===== src/rtl/mahp_pkg.sv =====
`timescale 1ns / 1ps
// ----------------------------------------------------------------------------
// mahp_pkg
// shared types, codes and the hex digit decode for the mac address parser
// ----------------------------------------------------------------------------
package mahp_pkg;

  localparam int MAX_OCTETS = 16;
  localparam int CNT_W      = 5;  // holds 0..MAX_OCTETS and the count register
  localparam int PHASE_W    = 3;

  // parser phases
  localparam logic [PHASE_W-1:0] PH_START       = 3'd0;
  localparam logic [PHASE_W-1:0] PH_LOW         = 3'd1;
  localparam logic [PHASE_W-1:0] PH_AFTER       = 3'd2;
  localparam logic [PHASE_W-1:0] PH_ERR_LONG    = 3'd3;
  localparam logic [PHASE_W-1:0] PH_ERR_ILLEGAL = 3'd4;

  // status codes
  localparam logic [1:0] ST_OK      = 2'd0;
  localparam logic [1:0] ST_SHORT   = 2'd1;
  localparam logic [1:0] ST_LONG    = 2'd2;
  localparam logic [1:0] ST_ILLEGAL = 2'd3;

  // configuration register indexes
  localparam logic REG_OCTET_COUNT = 1'b0;
  localparam logic REG_SEPARATOR   = 1'b1;

  typedef struct packed {
    logic       valid;
    logic [7:0] byte_value;
    logic [3:0] byte_index;
    logic [1:0] status;
    logic       last;
  } mahp_result_t;

  // bit 4 set: not a hex digit
  function automatic logic [4:0] hex_value(input logic [7:0] c);
    logic [4:0] v;
    v = 5'h10;
    if (c >= 8'h30 && c <= 8'h39) v = {1'b0, 4'(c - 8'h30)};
    else if (c >= 8'h41 && c <= 8'h46) v = {1'b0, 4'(c - 8'h37)};
    else if (c >= 8'h61 && c <= 8'h66) v = {1'b0, 4'(c - 8'h57)};
    return v;
  endfunction

endpackage


===== src/rtl/mahp_parser.sv =====
`timescale 1ns / 1ps
// ----------------------------------------------------------------------------
// mahp_parser
// parse state and one-character step logic
// ----------------------------------------------------------------------------
module mahp_parser (
  input  logic                          clk,
  input  logic                          rst,
  input  logic                          step,
  input  logic [7:0]                    char_code,
  input  logic [mahp_pkg::CNT_W-1:0]    octet_count,
  input  logic [7:0]                    separator_char,
  output mahp_pkg::mahp_result_t        result
);
  import mahp_pkg::*;

  localparam logic [CNT_W-1:0] MAX_CNT = CNT_W'(MAX_OCTETS);

  logic [PHASE_W-1:0] phase, phase_next;
  logic [3:0]         high_nibble, high_nibble_next;
  logic [CNT_W-1:0]   octets_done, octets_done_next;
  logic [CNT_W-1:0]   wanted;
  logic [CNT_W-1:0]   base_done;
  logic [4:0]         hv;
  logic               is_nul;
  logic               skip;
  logic               run_start;

  assign wanted = (octet_count > MAX_CNT) ? MAX_CNT : octet_count;
  assign hv     = hex_value(char_code);
  assign is_nul = (char_code == 8'h00);

  always_comb begin
    phase_next       = phase;
    high_nibble_next = high_nibble;
    octets_done_next = octets_done;
    result           = '0;
    base_done        = octets_done;
    skip             = 1'b0;
    run_start        = 1'b0;

    case (phase)
      PH_ERR_LONG, PH_ERR_ILLEGAL: begin
        if (is_nul) begin
          result.valid     = 1'b1;
          result.last      = 1'b1;
          result.status    = (phase == PH_ERR_LONG) ? ST_LONG : ST_ILLEGAL;
          phase_next       = PH_START;
          high_nibble_next = '0;
          octets_done_next = '0;
        end
      end
      PH_LOW: begin
        if (is_nul) begin
          result.valid     = 1'b1;
          result.last      = 1'b1;
          result.status    = ST_SHORT;
          phase_next       = PH_START;
          high_nibble_next = '0;
          octets_done_next = '0;
        end else if (hv[4]) begin
          phase_next = PH_ERR_ILLEGAL;
        end else begin
          result.valid      = 1'b1;
          result.byte_value = {high_nibble, hv[3:0]};
          result.byte_index = octets_done[3:0];
          octets_done_next  = octets_done + CNT_W'(1);
          phase_next        = PH_AFTER;
        end
      end
      PH_AFTER: begin
        phase_next = PH_START;
        skip       = !is_nul && (char_code == separator_char);
        run_start  = !skip;
      end
      PH_START: begin
        run_start = 1'b1;
      end
      default: begin
        // unused phase codes restart the string
        base_done        = '0;
        high_nibble_next = '0;
        octets_done_next = '0;
        phase_next       = PH_START;
        run_start        = 1'b1;
      end
    endcase

    // start of an octet, or end of string once all octets are in
    if (run_start) begin
      if (base_done >= wanted) begin
        if (is_nul) begin
          result.valid     = 1'b1;
          result.last      = 1'b1;
          result.status    = ST_OK;
          phase_next       = PH_START;
          high_nibble_next = '0;
          octets_done_next = '0;
        end else begin
          phase_next = PH_ERR_LONG;
        end
      end else if (is_nul) begin
        result.valid     = 1'b1;
        result.last      = 1'b1;
        result.status    = ST_SHORT;
        phase_next       = PH_START;
        high_nibble_next = '0;
        octets_done_next = '0;
      end else if (hv[4]) begin
        phase_next = PH_ERR_ILLEGAL;
      end else begin
        high_nibble_next = hv[3:0];
        phase_next       = PH_LOW;
      end
    end
  end

  always_ff @(posedge clk) begin
    if (rst) begin
      phase       <= PH_START;
      high_nibble <= '0;
      octets_done <= '0;
    end else if (step) begin
      phase       <= phase_next;
      high_nibble <= high_nibble_next;
      octets_done <= octets_done_next;
    end
  end

endmodule


===== src/rtl/mac_address_hex_parser.sv =====
`timescale 1ns / 1ps
// ----------------------------------------------------------------------------
// mac_address_hex_parser
// streaming parser for hex mac address strings, one character per item
// ----------------------------------------------------------------------------
// usage
//   char channel: char_valid/char_ready carry one character per item; a zero
//     character ends the string
//   result channel: res_valid/res_ready carry one item per decoded octet
//     (byte_value, byte_index) and one final item per string with last set
//     and status 0 ok, 1 too short, 2 too long, 3 illegal character
//   config port: cfg_we writes cfg_data to register cfg_index
//     (0 octet_count, 1 separator_char); write only while idle
// timing
//   one character accepted every cycle while char_ready is high; an accepted
//   character is loaded into the input register, and its parse step then
//   goes into the result register, which drives res_valid
// reset
//   rst clears both stages and the parse state; octet_count goes to 6 and
//   separator_char to ':'
// stall
//   while res_ready is low a full result register holds; characters that
//   make no result keep flowing, one that makes a result waits in the
//   input register and char_ready drops once that register cannot drain
// ----------------------------------------------------------------------------
module mac_address_hex_parser (
  input  logic       clk,
  input  logic       rst,
  // config port
  input  logic       cfg_we,
  input  logic       cfg_index,
  input  logic [7:0] cfg_data,
  // character channel
  input  logic       char_valid,
  output logic       char_ready,
  input  logic [7:0] char_code,
  // result channel
  output logic       res_valid,
  input  logic       res_ready,
  output logic [7:0] byte_value,
  output logic [3:0] byte_index,
  output logic [1:0] status,
  output logic       last
);
  import mahp_pkg::*;

  // configuration registers
  logic [CNT_W-1:0] octet_count;
  logic [7:0]       separator_char;

  // input register
  logic             in_full;
  logic [7:0]       in_char;

  // parse step
  mahp_result_t     step_res;
  logic             advance;

  always_ff @(posedge clk) begin
    if (rst) begin
      octet_count    <= CNT_W'(6);
      separator_char <= 8'h3a;
    end else if (cfg_we) begin
      case (cfg_index)
        REG_OCTET_COUNT: octet_count    <= cfg_data[CNT_W-1:0];
        REG_SEPARATOR:   separator_char <= cfg_data;
        default:         ;
      endcase
    end
  end

  // an item leaves the input register when it makes no result or when
  // the result register is free or being emptied
  assign advance    = in_full && (!step_res.valid || !res_valid || res_ready);
  assign char_ready = !in_full || advance;

  always_ff @(posedge clk) begin
    if (rst) begin
      in_full <= 1'b0;
    end else if (char_ready) begin
      in_full <= char_valid;
    end
  end

  always_ff @(posedge clk) begin
    if (char_valid && char_ready) begin
      in_char <= char_code;
    end
  end

  mahp_parser u_parser (
    .clk            (clk),
    .rst            (rst),
    .step           (advance),
    .char_code      (in_char),
    .octet_count    (octet_count),
    .separator_char (separator_char),
    .result         (step_res)
  );

  // result register
  always_ff @(posedge clk) begin
    if (rst) begin
      res_valid <= 1'b0;
    end else if (advance && step_res.valid) begin
      res_valid <= 1'b1;
    end else if (res_ready) begin
      res_valid <= 1'b0;
    end
  end

  always_ff @(posedge clk) begin
    if (advance && step_res.valid) begin
      byte_value <= step_res.byte_value;
      byte_index <= step_res.byte_index;
      status     <= step_res.status;
      last       <= step_res.last;
    end
  end

endmodule


===== config.mk =====
export PLATFORM = sky130hd
export DESIGN_NAME = mac_address_hex_parser
export DESIGN_NICKNAME = d
export VERILOG_FILES = /design/src/rtl/mahp_pkg.sv /design/src/rtl/mahp_parser.sv /design/src/rtl/mac_address_hex_parser.sv
export SDC_FILE = /design/constraint.sdc
export NUM_CORES = 1
export LEC_CHECK = 0
export BUFFER_PORTS_ARGS = -buffer_cell sky130_fd_sc_hd__buf_2
export CAP_MARGIN = 15
export CORE_MARGIN = 1.5
export CORE_UTILIZATION = 42
export DETAILED_ROUTE_END_ITERATION = 8
export PLACE_DENSITY = 0.6
export REMOVE_ABC_BUFFERS = 1
export SYNTH_ARGS = -nofsm -noshare
export SYNTH_HDL_FRONTEND = slang
export SYNTH_SLANG_ARGS = --single-unit

===== constraint.sdc =====
create_clock -name clk -period 4.9 [get_ports clk]
set_clock_uncertainty 0.05 [all_clocks]
set_input_delay 0.98 -clock clk [delete_from_list [all_inputs] [get_ports clk]]
set_output_delay 0.98 -clock clk [all_outputs]
set_load 0.1 [all_outputs]

==> results.cfg, run 1 <==
[critical_path]
cp_slowest_stage_delay_ns = 0.48
worst-setup-path-type = flip-flop to output port
cp-end-kind = output port
cp.arrival_ns = 2.94
crit_path_cell_trace = inv_1 > ha_1 > inv_1 > o311ai_2 > o21bai_4 > and2_1 > o211ai_1 > buf_2
worst_path_max_delay_cell = buf_2
start_kind = flip-flop
required_ns = 3.87
path_max_fanout = 26
crit_top_cell = inv_1

[power_and_ir_drop]
swShare_pct = 24.5
internal_power_mw = 0.580
total_power_mw = 0.768
power_frac_clock_pct = 29.6
comb_power_share_pct = 10.3
power.leakage_nw = 1.17
vdd_ir_drop_max_v = 0.000165
p_sw_mw = 0.188
power_density_nw_per_um2 = 259
power_frac_seq_pct = 60.1

[die]
ioPinCount = 39
die-area_sq_um = 6770
die_y_um = 82.3
num_rows = 28
fp.coreArea_sq_um = 5990
start_util_pct = 44.1
chipWidth_um = 82.3

[global_route]
grt_pass1_vias = 1799
gr-total-overflow = 0
grt.total_usage_pct = 16.9
grt_pass1_wl_mm = 8.69
antenna_found_initial = 0
grt_max_degree = 27

[route]
num_vias = 2006
drt_iter0_markers = 185
wirelength_mm = 5.25
wire_per_inst_um = 14.3
first_pass_iters = 4
drc = 0
final_antenna_net_count = 0
viasPerCell = 5.45

[clock_tree]
clockBufferDepth = 2
clkSinkCount = 50
ctsResizeCount = 0
cts_root_buf = clkbuf_8
h-tree-depth = 2
cts_hold_buf = 0
tritoncts = built
cts_buffers = 5
cts_setup_buffers = 0
clk_latency_ns = 0.30
path_clk_slew_ns = 0.08

[layout]
fin_util_pct = 49.4
final_cell_area_sq_um = 2960
syn_to_final_growth_pct = 12.1
multi_input_area_sq_um = 1300
drive_above_1_share_pct = 20.1
seqCellArea_sq_um = 1230
fillCellCount = 577
fin_cells = 368
nets = 324
diodes = 0

[synthesis]
syn-cell-area_sq_um = 2640
synth-async-reset-ratio_pct = 0
ys_types = 58
synthTopCellsByArea = edfxtp_1 (26%), dfxtp_1 (20%), ha_1 (4.7%)
syn_inst = 256
ys.flop_type = dfxtp_1
synth_most_common_cell = dfxtp_1
synth_edf_count = 23
synth_top_area_share_pct = 26.2
synth.avg_cell_area_sq_um = 10.3
ys_ff_latch = 50
synth_warnings = 0
synth_common_cells = dfxtp_1 (27), edfxtp_1 (23), nor2_1 (18)
synth_top_area_cell = edfxtp_1
ys_seq_area_share_pct = 46.6

[sta]
tightest_slew_ns = 0.718
max_freq_mhz = 252
setup_slack_ns = 0.925
rsz0062_at_grt = no
slew_violations = 0
slew_headroom_pct = 51.9
finalCriticalPeriod_ns = 3.97
setup_violations = 0
final_hold_viol_count = 0
whs_ns = 0.412
tns_ns = 0
timing.final.crit_share_pct = 81.1

[place]
post-place-ws_ns = 1.25
portBuffers = 38
dp_hpwl_mm = 3.89
place_inst = 360
post_dp_cell_area_sq_um = 2880
gp_congestion = 0.844

[job]
drv_cap = 0

[worst_hold_path]
holdCritPathClass = flip-flop to flip-flop

[outcome]
status = finished, final reports clean
==> cells in the final DEF (no fill, tap or decap), types with 2 or more instances in the layout <==
cell and count:
a221o_1 2, nand4_1 2, dfxtp_1 27, a211o_1 8
nor3_1 2, a211oi_1 2, ha_1 10, a22o_1 3
o211ai_1 3, nand2_1 16, a32o_1 2, and2_1 10
nor2_1 18, a31oi_1 5, mux2i_1 4, nand2b_1 6
a211oi_2 2, o2bb2ai_1 2, o21ai_0 7, edfxtp_1 23
nand4b_1 2, inv_1 12, buf_2 38, a22oi_1 2
clkbuf_8 5, buf_4 2, nor2b_1 4, nor4_1 3
o21bai_4 2, and3_1 11, nand3_1 8, xnor2_1 8
a21o_1 2, clkinv_1 2, xor2_1 2, a21oi_1 13
==> final cells by class <==
class / instances / share of cell area [%]
clock inverter: 2 / 0.296
inverter: 13 / 1.65
multi-input combinational: 182 / 43.9
tap: 75 / 3.17
clock buffer: 6 / 2.45
sequential: 50 / 41.6
timing repair buffer: 40 / 6.93
==> critical path: cells and delay by family, from the launching register on <==
kind	cells	cell delay, ns
AND/OR/NAND/NOR	1	0.29
buffers and inverters	3	0.73
flip-flops	1	0.47
adder cells (fa/ha/maj)	1	0.26
AO/OA/AOI/OAI	3	0.90
==> power by group through the flow <==
stage / registers, mW / clock network [mW] / logic (mW)
global placement: 0.471 / 0 / 0.0790
global route: 0.463 / 0.251 / 0.0896
CTS: 0.461 / 0.236 / 0.0796
detailed placement: 0.471 / 0 / 0.0793
finish: 0.461 / 0.228 / 0.0791
floorplan: 0.468 / 0 / 0.0536
==> layer usage <==
metal,up-vias,global-route usage (%),routed length [um]
met2,56,27.0,2460
met1,928,23.3,2490
met4,0,4.58,53
met5,-,0,0
li1,1016,-,-
met3,6,2.97,248
==> kinds of logic after synthesis <==
family          Yosys count  synth area share, %
simple gates             88                 18.2
compound gates           69                 21.1
flops                    50                 46.6
buf+inv                  24                 4.12
xor+xnor                 10                 3.32
fa+ha+maj                10                 4.74
mux                       5                 1.94
==> worst paths after layout <==
kind	cells past startpoint	endpoint	from	slack, ns
worst max-delay path	8	char_ready	in_char[0]	0.93
worst min register to register	1	u_parser.high_nibble[1]	u_parser.high_nibble[1]	0.41
worst min-delay path	1	u_parser.high_nibble[1]	u_parser.high_nibble[1]	0.41
worst max register to register	8	status[1]	in_char[0]	1.94
==> sequential cells by signal, summed over array words and instances, names as in the netlist, 2 cells and up <==
signal	count
byte_index	4
u_parser.phase	3
byte_value	8
u_parser.octets_done	5
in_char	8
separator_char	8
u_parser.high_nibble	4
octet_count	5
status	2
Power figures use the tool's default switching activity.
==> run 2: changes to the inputs <==
==> constraint.sdc (replaced) <==
create_clock -name clk -period 3.75 [get_ports clk]
set_clock_uncertainty 0.05 [all_clocks]
set_input_delay 0.75 -clock clk [delete_from_list [all_inputs] [get_ports clk]]
set_output_delay 0.75 -clock clk [all_outputs]
set_load 0.1 [all_outputs]
==> run 2 against run 1 <==
Compared with the run above: die area unchanged; combinational power increased by 31%; sequential cell count stayed put; setup slack got worse by 0.66 ns; via count up 0.85%.
==> results.cfg, run 2 (synthesis results as in run 1) <==
[die]
fp.coreArea_sq_um = 5990
ioPinCount = 39
num_rows = 28
start_util_pct = 44.1
chipWidth_um = 82.3
die-area_sq_um = 6770
die_y_um = 82.3

[clock_tree]
cts_hold_buf = 0
cts_root_buf = clkbuf_8
tritoncts = built
h-tree-depth = 2
clockBufferDepth = 2
clk_latency_ns = 0.30
cts_setup_buffers = 0
ctsResizeCount = 0
cts_buffers = 5
clkSinkCount = 50
path_clk_slew_ns = 0.09

[critical_path]
cp.arrival_ns = 2.69
rr_worst_depth = 9
r2r_slack_ns = 0.59
rr_startpoint = in_char[0]
start_kind = flip-flop
path_max_fanout = 6
reg2reg_to = byte_index[2]
worst_path_max_delay_cell = edfxtp_1
worst-path-stages = 8
worst-setup-path-type = flip-flop to output port
cp_slowest_stage_delay_ns = 0.47
required_ns = 2.95
crit_top_cell = inv_1
cp-end-kind = output port
cp_top_family = buffers and inverters
crit_path_cell_trace = inv_1 > ha_1 > inv_1 > o311ai_2 > o21bai_4 > and2_1 > o211ai_1 > buf_2
cp_num_buf_inv = 3

[worst_hold_path]
min_from = separator_char[7]
min_to = separator_char[7]
holdPathStages = 2
holdCritPathClass = flip-flop to flip-flop

[power_and_ir_drop]
internal_power_mw = 0.828
power_frac_clock_pct = 35.2
p_sw_mw = 0.263
swShare_pct = 24.1
power_density_nw_per_um2 = 364
vdd_ir_drop_max_v = 0.000251
power.leakage_nw = 1.17
comb_power_share_pct = 9.6
power_frac_seq_pct = 55.2

[sta]
tightest_slew_ns = 0.634
slew_violations = 0
finalCriticalPeriod_ns = 3.49
rsz0062_at_grt = no
setup_violations = 0
slew_headroom_pct = 57.5
final_hold_viol_count = 0
max_freq_mhz = 287
timing.final.crit_share_pct = 93.0

[global_route]
grt_max_degree = 26
antenna_found_initial = 0
grt_pass1_wl_mm = 9.03
gr-total-overflow = 0
grt.total_usage_pct = 17.4
grt_pass1_vias = 1864

[place]
post_dp_cell_area_sq_um = 2890
dp_hpwl_mm = 4.10
portBuffers = 38
gp_congestion = 0.854

[route]
first_pass_iters = 4
num_vias = 2023
drt_iter0_markers = 137
final_antenna_net_count = 0
wire_per_inst_um = 15.0
drc = 0
wirelength_mm = 5.52
viasPerCell = 5.48

[layout]
final_cell_mix = buf_2 (38), dfxtp_1 (27), edfxtp_1 (23)
final_common_cell = buf_2
drive_above_1_share_pct = 21.1
reg.largest.list = byte_value (8), in_char (8), separator_char (8)
diodes = 0
nets = 325
final_cell_area_sq_um = 3000
fin_util_pct = 50.1
syn_to_final_growth_pct = 13.6

[outcome]
status = finished, final reports clean

[job]
drv_cap = 0
run 2: cell types whose count changed in the layout (fill, tap and decap cells not counted):
cell and change:
clkinv_2 -1, bufinv_16 +1, clkinv_1 -1, clkbuf_1 -1, clkinvlp_4 +2, buf_4 +1
run 2: power by group through the flow:
stage	combinational, mW	clock (mW)	sequential [mW]
floorplan	0.0700	0	0.611
global placement	0.103	0	0.615
detailed placement	0.104	0	0.615
CTS	0.105	0.393	0.603
global route	0.116	0.414	0.605
finish	0.104	0.384	0.603
run 2: per-layer routing:
| layer | wire length, um | track usage (%) | vias to the layer above |
|---|---|---|---|
| li1 | - | - | 1018 |
| met1 | 2710 | 23.0 | 946 |
| met2 | 2550 | 29.3 | 51 |
| met3 | 211 | 2.97 | 8 |
| met4 | 55 | 4.75 | 0 |
| met5 | 0 | 0 | - |
run 2: stage by stage:
stage                     worst slack, ns  hold WS [ns]  cells  power (mW)  TNS (ns)
after floorplan                    -0.280         0.374    245       0.681     -2.49
after global placement              0.668         0.395    361       0.718         0
after detailed placement            0.570         0.404    361       0.719         0
after CTS                           0.231         0.429    369        1.10         0
after global routing               0.0890         0.439    369        1.14         0
final                               0.264         0.426    369        1.09         0
run 2: worst max path at each step:
stage,endpoint,startpoint,slack (ns)
after global routing,char_ready,in_char[1],0.09
final,char_ready,in_char[0],0.26
after CTS,char_ready,in_char[0],0.23
after detailed placement,char_ready,in_char[0],0.57
after global placement,char_ready,in_char[0],0.67
after floorplan,in_char[0],in_char[0],-0.28
run 2: layout make-up:
class | instances | area, sq um
clock buffer | 5 | 68.8
sequential | 50 | 1230
fill | 573 | 2990
timing repair buffer | 41 | 213
inverter | 13 | 48.8
multi-input combinational | 182 | 1300
clock inverter | 3 | 45.0
tap | 75 | 93.8
run 2: worst reg2reg max path, delay by kind of cell, from the launching register on:
kind	cells	cell delay, ns
fa+ha+maj	1	0.25
flops	1	0.47
compound gates	4	1.19
buf+inv	3	0.75
simple gates	1	0.15
==> run 3: changes to the inputs <==
==> constraint.sdc (replaced) <==
create_clock -name clk -period 3.75 [get_ports clk]
set_clock_uncertainty 0.05 [all_clocks]
set_input_delay 0.1875 -clock clk [delete_from_list [all_inputs] [get_ports clk]]
set_output_delay 0.1875 -clock clk [all_outputs]
set_load 0.1 [all_outputs]
==> run 3 against run 2 <==
Compared with the run above: clock power decreased by 17%; worst hold slack got worse by 0.41 ns; combinational power grew 6%; sequential power about the same; setup slack improved by 0.28 ns; power is 5.6% lower; register-to-register slack improved by 0.20 ns; fmax grew 8.7%.
==> results.cfg, run 3 (synthesis results as in run 1) <==
[outcome]
status = finished, final reports clean

[critical_path]
cp_slowest_stage_delay_ns = 0.48
cp-end-kind = output port
worst-setup-path-type = flip-flop to output port
required_ns = 3.51
cp.arrival_ns = 2.97
path_max_fanout = 26
crit_path_cell_trace = inv_1 > ha_1 > inv_1 > o311ai_2 > o21bai_4 > and2_1 > o211ai_1 > buf_2
worst_path_max_delay_cell = buf_2
start_kind = flip-flop
crit_top_cell = inv_1

[job]
drv_cap = 0

[route]
viasPerCell = 5.47
wire_per_inst_um = 14.5
drc = 0
drt_iter0_markers = 117
first_pass_iters = 4
num_vias = 2052
wirelength_mm = 5.43
final_antenna_net_count = 0

[global_route]
gr-total-overflow = 0
grt.total_usage_pct = 17.1
grt_pass1_vias = 1925
grt_pass1_wl_mm = 8.91
grt_max_degree = 27
antenna_found_initial = 0

[clock_tree]
cts_buffers = 5
clkSinkCount = 50
h-tree-depth = 2
clk_latency_ns = 0.30
path_clk_slew_ns = 0.09
tritoncts = built
ctsResizeCount = 0
clockBufferDepth = 2
cts_root_buf = clkbuf_8

[place]
gp_congestion = 0.856
place_inst = 360
post_dp_cell_area_sq_um = 2880
dp_hpwl_mm = 3.99
portBuffers = 38
post-place-ws_ns = 0.812

[power_and_ir_drop]
vdd_ir_drop_max_v = 0.000227
power_density_nw_per_um2 = 339
power.leakage_nw = 1.20
total_power_mw = 1.03

[layout]
diodes = 0
final_cell_area_sq_um = 3040
drive_above_1_share_pct = 20.0
final_common_cell = buf_2
nets = 331
fin_cells = 375
reg.largest.list = byte_value (8), in_char (8), separator_char (8)
syn_to_final_growth_pct = 15.2
final_cell_mix = buf_2 (38), dfxtp_1 (27), edfxtp_1 (23)
fin_util_pct = 50.8

[worst_hold_path]
holdCritPathClass = primary input to flip-flop

[sta]
tightest_slew_ns = 0.653
finalCriticalPeriod_ns = 3.21
setup_slack_ns = 0.542
rsz0062_at_grt = no
final_hold_viol_count = 0
slew_headroom_pct = 56.2
timing.final.crit_share_pct = 85.5
setup_violations = 0
max_freq_mhz = 312
slew_violations = 0
whs_ns = 0.0209
tns_ns = 0

[die]
start_util_pct = 44.1
die-area_sq_um = 6770
num_rows = 28
fp.coreArea_sq_um = 5990
die_y_um = 82.3
chipWidth_um = 82.3
ioPinCount = 39
==> run 3: power by group <==
part	switching, mW	total [mW]	internal [mW]
combinational	0.0597	0.110	0.0504
sequential	0.0185	0.602	0.583
clock	0.170	0.319	0.149
total	0.248	1.03	0.783
==> run 3: final timing paths <==
| kind | slack [ns] | endpoint | cells after the start | startpoint |
|---|---|---|---|---|
| setup reg to reg | 0.79 | in_char[1] | 8 | in_char[0] |
| setup / recovery | 0.54 | char_ready | 8 | in_char[0] |
| hold / removal | 0.02 | in_char[0] | 1 | char_code[0] |
| hold reg to reg | 0.42 | separator_char[7] | 2 | separator_char[7] |
==> run 3: layout make-up <==
cell class / instances / area, sq um
Tap cell: 75 / 93.8
Multi-Input combinational cell: 182 / 1300
Clock inverter: 1 / 5.00
Inverter: 13 / 48.8
Clock buffer: 7 / 86.3
Sequential cell: 50 / 1230
Fill cell: 575 / 2950
Timing Repair Buffer: 47 / 275
==> run 3: layer usage <==
| layer | share of wire [%] | track usage (%) |
|---|---|---|
| met1 | 48 | 22.2 |
| met2 | 46 | 28.6 |
| met4 | 1.1 | 4.24 |
| met3 | 4.3 | 3.96 |
| met5 | 0 | 0 |
==> run 3: critical path: cells and delay by family (launching register included) <==
kind / cells / cell delay (ns)
compound gates: 3 / 0.90
fa+ha+maj: 1 / 0.25
buf+inv: 3 / 0.73
flops: 1 / 0.47
simple gates: 1 / 0.30
==> run 3: timing repair <==
action | in CTS | in global routing
endpoints found under the hold margin | 7 | 0
buffers inserted | 0 | 0
hold buffers | 7 | 0
